## src/hw/rtl/adcg_pkg.sv

```systemverilog
// Shared types and constants for the dominant-channel gray converter.
`timescale 1ns / 1ps

package adcg_pkg;

  localparam logic [1:0] CMD_ACCUM   = 2'd0;
  localparam logic [1:0] CMD_CONVERT = 2'd1;
  localparam logic [1:0] CMD_CLEAR   = 2'd2;

  localparam int unsigned PIX_W = 8;
  localparam int unsigned WGT_W = 6;

  localparam logic [WGT_W-1:0] WGT_BIG_0 = 6'd40;
  localparam logic [WGT_W-1:0] WGT_MID_0 = 6'd20;
  localparam logic [WGT_W-1:0] WGT_BIG_1 = 6'd50;
  localparam logic [WGT_W-1:0] WGT_MID_1 = 6'd10;
  localparam logic [WGT_W-1:0] WGT_ONE   = 6'd1;

  // Weighted sum peaks at 255 * 61 = 15555.
  localparam int unsigned WSUM_W = 14;

  // floor(x / 183) == (x * 22920) >> 22, exact for x below 74898.
  localparam int unsigned RECIP_W     = 15;
  localparam int unsigned RECIP_SHIFT = 22;
  localparam logic [RECIP_W-1:0] GRAY_RECIP = 15'd22920;
  localparam int unsigned PROD_W = WSUM_W + RECIP_W;

  localparam int unsigned QUOT_W = PROD_W - RECIP_SHIFT;
  localparam logic [QUOT_W-1:0] POSTER_LIMIT = 7'd85;
  localparam logic [PIX_W-1:0]  GRAY_FULL    = 8'd255;

  typedef struct packed {
    logic [WGT_W-1:0] red;
    logic [WGT_W-1:0] green;
    logic [WGT_W-1:0] blue;
  } weights_t;

endpackage

```

## src/hw/rtl/adcg_chan_rank.sv

```systemverilog
// Channel sum accumulators and ranking into per-channel weights.
`timescale 1ns / 1ps

module adcg_chan_rank #(
  parameter int unsigned SUM_W = 30
) (
  input  logic                      clk_i,
  input  logic                      rst_ni,
  input  logic                      accept_i,
  input  logic [1:0]                cmd_i,
  input  logic [adcg_pkg::PIX_W-1:0] red_i,
  input  logic [adcg_pkg::PIX_W-1:0] green_i,
  input  logic [adcg_pkg::PIX_W-1:0] blue_i,
  input  logic                      weight_set_i,
  output adcg_pkg::weights_t        weights_o
);

  logic [SUM_W-1:0] red_sum_q, green_sum_q, blue_sum_q;
  logic [SUM_W-1:0] red_sum_d, green_sum_d, blue_sum_d;

  function automatic logic [SUM_W-1:0] sat_add(input logic [SUM_W-1:0] s,
                                               input logic [adcg_pkg::PIX_W-1:0] v);
    logic [SUM_W:0] t;
    t = {1'b0, s} + {{(SUM_W + 1 - adcg_pkg::PIX_W){1'b0}}, v};
    return t[SUM_W] ? {SUM_W{1'b1}} : t[SUM_W-1:0];
  endfunction

  always_comb begin
    red_sum_d   = red_sum_q;
    green_sum_d = green_sum_q;
    blue_sum_d  = blue_sum_q;
    if (accept_i) begin
      if (cmd_i == adcg_pkg::CMD_ACCUM) begin
        red_sum_d   = sat_add(red_sum_q, red_i);
        green_sum_d = sat_add(green_sum_q, green_i);
        blue_sum_d  = sat_add(blue_sum_q, blue_i);
      end else if (cmd_i == adcg_pkg::CMD_CLEAR) begin
        red_sum_d   = '0;
        green_sum_d = '0;
        blue_sum_d  = '0;
      end
    end
  end

  always_ff @(posedge clk_i or negedge rst_ni) begin
    if (!rst_ni) begin
      red_sum_q   <= '0;
      green_sum_q <= '0;
      blue_sum_q  <= '0;
    end else begin
      red_sum_q   <= red_sum_d;
      green_sum_q <= green_sum_d;
      blue_sum_q  <= blue_sum_d;
    end
  end

  logic [adcg_pkg::WGT_W-1:0] big, mid;
  logic rg_ge, rb_ge, gb_ge;

  assign big   = weight_set_i ? adcg_pkg::WGT_BIG_1 : adcg_pkg::WGT_BIG_0;
  assign mid   = weight_set_i ? adcg_pkg::WGT_MID_1 : adcg_pkg::WGT_MID_0;
  assign rg_ge = red_sum_q >= green_sum_q;
  assign rb_ge = red_sum_q >= blue_sum_q;
  assign gb_ge = green_sum_q >= blue_sum_q;

  // Second place: strictly larger wins, ties go to the later channel.
  always_comb begin
    priority if (rb_ge && rg_ge) begin
      weights_o.red   = big;
      weights_o.green = gb_ge && (green_sum_q != blue_sum_q) ? mid : adcg_pkg::WGT_ONE;
      weights_o.blue  = gb_ge && (green_sum_q != blue_sum_q) ? adcg_pkg::WGT_ONE : mid;
    end else if (!rg_ge && gb_ge) begin
      weights_o.green = big;
      weights_o.red   = rb_ge && (red_sum_q != blue_sum_q) ? mid : adcg_pkg::WGT_ONE;
      weights_o.blue  = rb_ge && (red_sum_q != blue_sum_q) ? adcg_pkg::WGT_ONE : mid;
    end else begin
      weights_o.blue  = big;
      weights_o.red   = rg_ge && (red_sum_q != green_sum_q) ? mid : adcg_pkg::WGT_ONE;
      weights_o.green = rg_ge && (red_sum_q != green_sum_q) ? adcg_pkg::WGT_ONE : mid;
    end
  end

endmodule

```

## src/hw/rtl/adaptive_dominant_channel_gray.sv

```systemverilog
// Top level of the dominant-channel gray converter.
`timescale 1ns / 1ps
//
// Input channel (in_valid_i / in_ready_o) carries one command transaction:
// cmd_i = accumulate adds red/green/blue into the channel sums, clear zeroes
// them, convert produces one gray transaction; the unused code is dropped.
// Output channel (gray_valid_o / gray_ready_i) carries gray_o for converts only.
// weight_set_we_i loads weight_set_i; only write it while idle (not enforced).
// Ranking for a convert uses the sums left by all earlier transactions.
// A convert passes the chain input register, weighted sum register and output
// register in that order, each holding one convert. Throughput: one transaction
// per cycle while the receiver does not stall the output.
// A stalled receiver fills the three stages, then in_ready_o drops;
// accumulate and clear still need a free input stage to be taken.
// Reset clears the sums, weight_set and all stage valid flags.
//
module adaptive_dominant_channel_gray #(
  parameter int unsigned PIXEL_COUNT_BITS = 22
) (
  input  logic       clk_i,
  input  logic       rst_ni,
  input  logic       weight_set_we_i,
  input  logic       weight_set_i,
  input  logic       in_valid_i,
  output logic       in_ready_o,
  input  logic [1:0] cmd_i,
  input  logic [7:0] red_i,
  input  logic [7:0] green_i,
  input  logic [7:0] blue_i,
  output logic       gray_valid_o,
  input  logic       gray_ready_i,
  output logic [7:0] gray_o
);

  localparam int unsigned SUM_W = PIXEL_COUNT_BITS + adcg_pkg::PIX_W;
  localparam int unsigned PW = adcg_pkg::PIX_W;
  localparam int unsigned WW = adcg_pkg::WGT_W;
  localparam int unsigned SW = adcg_pkg::WSUM_W;

  logic weight_set_q;

  always_ff @(posedge clk_i or negedge rst_ni) begin
    if (!rst_ni) begin
      weight_set_q <= 1'b0;
    end else if (weight_set_we_i) begin
      weight_set_q <= weight_set_i;
    end
  end

  logic accept;
  adcg_pkg::weights_t weights;

  adcg_chan_rank #(
    .SUM_W(SUM_W)
  ) u_rank (
    .clk_i       (clk_i),
    .rst_ni      (rst_ni),
    .accept_i    (accept),
    .cmd_i       (cmd_i),
    .red_i       (red_i),
    .green_i     (green_i),
    .blue_i      (blue_i),
    .weight_set_i(weight_set_q),
    .weights_o   (weights)
  );

  // Stage valids and flow control
  logic s1_vld_q, s2_vld_q, out_vld_q;
  logic out_free, s2_free, s1_free;

  assign out_free   = !out_vld_q || gray_ready_i;
  assign s2_free    = !s2_vld_q || out_free;
  assign s1_free    = !s1_vld_q || s2_free;
  assign in_ready_o = s1_free;
  assign accept     = in_valid_i && s1_free;

  always_ff @(posedge clk_i or negedge rst_ni) begin
    if (!rst_ni) begin
      s1_vld_q  <= 1'b0;
      s2_vld_q  <= 1'b0;
      out_vld_q <= 1'b0;
    end else begin
      if (s1_free) s1_vld_q <= accept && (cmd_i == adcg_pkg::CMD_CONVERT);
      if (s2_free) s2_vld_q <= s1_vld_q;
      if (out_free) out_vld_q <= s2_vld_q;
    end
  end

  // Stage 1: pixel and weights
  logic [PW-1:0] red_q, green_q, blue_q;
  adcg_pkg::weights_t weights_q;

  always_ff @(posedge clk_i) begin
    if (s1_free) begin
      red_q     <= red_i;
      green_q   <= green_i;
      blue_q    <= blue_i;
      weights_q <= weights;
    end
  end

  // Stage 2: weighted sum
  logic [SW-1:0] wsum_d, wsum_q;
  logic [PW+WW-1:0] pr, pg, pb;

  assign pr     = {{WW{1'b0}}, red_q} * {{PW{1'b0}}, weights_q.red};
  assign pg     = {{WW{1'b0}}, green_q} * {{PW{1'b0}}, weights_q.green};
  assign pb     = {{WW{1'b0}}, blue_q} * {{PW{1'b0}}, weights_q.blue};
  assign wsum_d = {{(SW-PW-WW){1'b0}}, pr} + {{(SW-PW-WW){1'b0}}, pg}
                + {{(SW-PW-WW){1'b0}}, pb};

  always_ff @(posedge clk_i) begin
    if (s2_free) wsum_q <= wsum_d;
  end

  // Output stage: divide by 183 via reciprocal, then posterise
  logic [adcg_pkg::PROD_W-1:0] prod;
  logic [adcg_pkg::QUOT_W-1:0] quot;
  logic [PW:0] trip;
  logic [PW-1:0] gray_d, gray_q;

  assign prod = {{adcg_pkg::RECIP_W{1'b0}}, wsum_q}
              * {{SW{1'b0}}, adcg_pkg::GRAY_RECIP};
  assign quot = prod[adcg_pkg::PROD_W-1:adcg_pkg::RECIP_SHIFT];
  assign trip = {{(PW + 1 - adcg_pkg::QUOT_W){1'b0}}, quot}
              + {{(PW - adcg_pkg::QUOT_W){1'b0}}, quot, 1'b0};
  assign gray_d = (quot > adcg_pkg::POSTER_LIMIT) ? adcg_pkg::GRAY_FULL : trip[PW-1:0];

  always_ff @(posedge clk_i) begin
    if (out_free) gray_q <= gray_d;
  end

  assign gray_valid_o = out_vld_q;
  assign gray_o       = gray_q;

endmodule

```

## config.mk

```make
export PLATFORM = sky130hd
export DESIGN_NAME = adaptive_dominant_channel_gray
export DESIGN_NICKNAME = d
export VERILOG_FILES = /design/src/hw/rtl/adcg_pkg.sv /design/src/hw/rtl/adcg_chan_rank.sv /design/src/hw/rtl/adaptive_dominant_channel_gray.sv
export SDC_FILE = /design/constraint.sdc
export NUM_CORES = 1
export LEC_CHECK = 0
export ABC_AREA = 1
export BUFFER_PORTS_ARGS = -buffer_cell sky130_fd_sc_hd__buf_2
export CAP_MARGIN = 30
export CORE_MARGIN = 3
export CORE_UTILIZATION = 30
export DETAILED_ROUTE_END_ITERATION = 10
export SYNTH_ARGS = -nofsm -noshare
export SYNTH_HDL_FRONTEND = slang
export SYNTH_HIERARCHICAL = 1
export SYNTH_SLANG_ARGS = --single-unit
```

## constraint.sdc

```tcl
create_clock -name clk_i -period 13 [get_ports clk_i]
set_input_delay 3.9 -clock clk_i [delete_from_list [all_inputs] [get_ports clk_i]]
set_output_delay 3.9 -clock clk_i [all_outputs]
set_load 0.02 [all_outputs]
```

Word-level counts from Yosys, hierarchy flattened. Cells that the tools add are included.

Logic and storage cells: 68. RAM bits: 0. Bits in latches: 0. Register bits after elaboration: 158. Output and inout port bits: 10. Memories kept: 0. ROM bits: 0.

Multipliers: 4. Reduce and logical (&&, ||, !) cells: 17. Shifts and indexed selects: 0. Multiplexer cells: 17. Equality and inequality tests: 5. Add/subtract/negate cells: 6. Magnitude comparators: 4. Bitwise operators: 0. Div/mod/pow operators: 0.

Operators by type and width (count): $mux 30 (7); $add 30x8->31 (3); $ge 30x30->1 (3); $ne 30x30->1 (3); $mul 8x6->14 (3); $mux 18 (2); $mux 6 (6); $add 14x14->14 (2); $mul 14x12->26 const B (1); $mux 5 (2); $add 7x8->8 (1); $gt 7x7->1 const B (1); $logic_and 1x1->1 (7); $logic_not 1->1 (4); $logic_or 1x1->1 (3); $eq 2x1->1 const B (1); $eq 2x2->1 const B (1); $logic_not 2->1 (1); $reduce_and 2->1 (1); $reduce_bool 2->1 (1).

Logic depth before layout (Yosys ltp).
Depth after elaboration: 6. Depth in mapped cells: 32.

Hierarchy. The synthesis kept the hierarchy.

By module, submodules not included: adaptive_dominant_channel_gray (instances 1, cells each 1107, area each 10157.2 sq um); adcg_chan_rank (instances 1, cells each 1376, area each 9135.0 sq um).

Worst setup path after synthesis. OpenSTA, ideal clock, no wires.

Path kind: input-to-output. Start: input port gray_ready_i. End: output port in_ready_o. Path buffers: 0. Arrival time: 5.326 ns. Cell stages on the path: 4. Required time: 9.100 ns. Setup slack: 3.774 ns. Cell sequence: inv_1 > nand2_1 > nor2_1 > nand2_1.

Word-level cells in the longest chain between the ends: 3.

RTL lines: from (decl) (RTL line adaptive_dominant_channel_gray.sv:31) `input logic gray_ready_i,`; $logic_or 1x1->1 (RTL line adaptive_dominant_channel_gray.sv:71) `assign out_free = !out_vld_q || gray_ready_i;`; net out_free (RTL line adaptive_dominant_channel_gray.sv:69) `logic out_free, s2_free, s1_free;`; $logic_or 1x1->1 (RTL line adaptive_dominant_channel_gray.sv:72) `assign s2_free = !s2_vld_q || out_free;`; $logic_or 1x1->1 (RTL line adaptive_dominant_channel_gray.sv:73) `assign s1_free = !s1_vld_q || s2_free;`; to (decl) (RTL line adaptive_dominant_channel_gray.sv:25) `output logic in_ready_o,`.

The timed path passes the listed nets, and every way through them passes these cells.

Worst setup path in the final report. Same ends and word-level chain as after synthesis.

==> flow_summary.json <==
{
  "outcome": "finished, final reports clean",
  "synth-seq-cells": 158,
  "cp-endpoint": "in_ready_o",
  "synthFlopType": "dfrtp_1",
  "cts_tree": "yes",
  "ctsResizeCount": 0,
  "r2r_end": "gray_o[7]",
  "boundaryPins": 42,
  "critPathTopFamily": "simple AND/OR/NAND/NOR gates",
  "fin_tns_setup_ns": 0,
  "die_h_um": 260,
  "cts_buffers": 17,
  "ctsHtreeMaxLevel": 4,
  "fin_skew_ns": 0.0162,
  "die_w_um": 260,
  "grt_antenna_before_repair": 0,
  "core_area_um2": 63300,
  "via_count": 15500,
  "utilization_pct": 33.1,
  "fin_crit_ns": 8.92,
  "synthTopCellsByCount": "652 x nand2_1, 515 x inv_1, 271 x ha_1, 156 x fa_1, 148 x nand3_1",
  "path_clk_slew_ns": 0.07,
  "yosysTopAreaCellShare_pct": 17.6,
  "ant_nets": 0,
  "grt-ovfl-total": 0,
  "yosys.area.top_type": "ha_1",
  "cp_num_cells": 6,
  "drive_above_1_share_pct": 6.00,
  "cts_sinks": 158,
  "cp_max_fo": 10,
  "drc": 0,
  "synth-seq-area-share_pct": 22.2,
  "drt-wirelength-per-cell_um": 14.7,
  "clock_latency_ns": 0.46,
  "yosys-top-cells-area": "ha_1 18%, fa_1 16%, nand2_1 13%",
  "place_congestion": 0.869,
  "cp_cell_sequence": "buf_2 -> inv_1 -> nand2_1 -> nor2_1 -> nand2_2 -> buf_2",
  "layout.nets": 2961,
  "start_util_pct": 30.5,
  "synth_edf_count": 64,
  "grt_max_degree": 70,
  "r2r_start": "wsum_q[5]",
  "slew_viol_final": 0,
  "cts_hold_buf": 0,
  "cp_num_buf_inv": 3,
  "postSynth.asyncResetShare_pct": 59.5,
  "die-area_um2": 67400,
  "startpoint": "gray_ready_i",
  "avgSynthCellArea_um2": 7.77,
  "cp-start-kind": "primary input",
  "synth.cell_area_um2": 19300,
  "postPlaceCellArea_um2": 20400,
  "required_ns": 9.10,
  "yosys.cell_types.count": 54,
  "synth.most_common_cell": "nand2_1",
  "worstMarginPinSlew_ns": 1.02,
  "cp_slowest_cell": "nor2_1",
  "portBuffers": 41,
  "drt_pass1_iterations": 5,
  "dpl.hpwl_um": 40500,
  "viasPerCell": 4.61,
  "r2r_cells": 27,
  "grt_setup_unrepaired": "false",
  "grt_util_all_layers_pct": 15.1,
  "setup_violations": 0,
  "area_growth_pct": 8.67,
  "yosysWarnings": 6,
  "cap_viol_max_count": 0,
  "hold_viol": 0,
  "hp-class": "register to register",
  "cts_setup_buffers": 0,
  "maxSlewHeadroom_pct": 32.0,
  "finalInstanceArea_um2": 21000,
  "syn_nets": 2942,
  "fin_crit_sh_pct": 68.6,
  "num_antenna_cells": 0,
  "cts_buffer_depth": 2,
  "criticalPathCategory": "primary input to output pin",
  "grt_pass1_wl_um": 80800,
  "drt-initial-drc-count": 873,
  "cpPeakStageDelay_ns": 0.32,
  "path_common_cell": "buf_2",
  "ff2ff_setup_slack_ns": 6.91,
  "num_rows": 92,
  "grt_pass1_vias": 15400,
  "netlist_instances": 2483,
  "hp-start": "s2_vld_q",
  "max_freq_mhz": 112,
  "endpoint_kind": "output pin",
  "arrival_ns": 5.02,
  "cts-root-buf": "clkbuf_16",
  "wirelength_um": 49500
}
-- layer usage --
layer | up-vias | GRT usage [%] | wire (um)
met2 | 286 | 26.7 | 24400
met1 | 7312 | 19.4 | 22300
li1 | 7845 | - | -
met5 | - | 0 | 0
met3 | 66 | 1.92 | 1640
met4 | 0 | 4.11 | 1190
-- tightest hold or removal path: cells and delay by family, from the launching register on --
family,cells,cell delay [ns]
buffers and inverters,1,0.04
and+or+nand+nor,1,0.06
DFF,1,0.32
-- cell usage in the layout (no fill, tap or decap), types with 6 or more instances in the layout --
cell / instances
clkbuf_16: 17
fa_1: 156
edfxtp_1: 64
o21ai_2: 18
nand2_2: 9
nor3_1: 24
xor2_1: 45
xnor2_1: 16
a21oi_1: 80
nor4_1: 9
nor2_1: 109
nand4_1: 21
o21ai_0: 86
o21bai_1: 6
buf_2: 40
nand2_1: 651
or2_2: 7
inv_1: 515
o21ai_1: 28
nand3_1: 148
nand3_2: 11
a21o_1: 17
dfrtp_1: 94
ha_1: 271
-- cell type report --
class	count	area, um^2
Inverter	522	1960
Sequential cell	158	4270
Tap cell	846	1060
Clock inverter	13	115
Fill cell	6829	42300
Multi-Input combinational cell	1758	12900
Clock buffer	19	453
Timing Repair Buffer	45	238
-- how the worst min path moves through the flow --
| stage | to | cells after the start |
|---|---|---|
| 4_1_cts | gray_valid_o | 2 |
| 5_1_grt | gray_valid_o | 2 |
| 3_3_place_gp | gray_valid_o | 2 |
| 6_report | gray_valid_o | 2 |
| 3_5_place_dp | gray_valid_o | 2 |
| 2_1_floorplan | gray_valid_o | 2 |
-- cell families after synthesis --
group | count (synthesis) | synth area share [%]
xor gates and xnor gates | 61 | 2.77
muxes | 1 | 0.0584
DFF | 158 | 22.2
buffers and inverters | 567 | 11.2
AOI/OAI and AO/OA | 256 | 7.65
and+or+nand+nor | 1013 | 22.4
adders and majority gates | 427 | 33.8
-- sequential cells by signal, summed over array words and instances (netlist names) --
register            count
s2_vld_q                1
weights_q              18
weight_set_q            1
u_rank/green_sum_q     30
gray_o                  8
u_rank/blue_sum_q      30
s1_vld_q                1
red_q                   8
wsum_q                 14
blue_q                  8
gray_valid_o            1
green_q                 8
u_rank/red_sum_q       30
-- metrics by stage --
stage | std cells | hold slack, ns | worst slack, ns
after CTS | 3361 | 0.453 | 3.95
after global placement | 3329 | 0.435 | 3.99
after detailed placement | 3329 | 0.437 | 3.95
after floorplan | 2483 | 0.423 | 3.77
after global routing | 3361 | 0.481 | 3.84
final | 3361 | 0.454 | 4.08
Power is left out: the tool's default activity adds up to more than one toggle a clock period on the data nets, which glitch-free logic cannot reach.
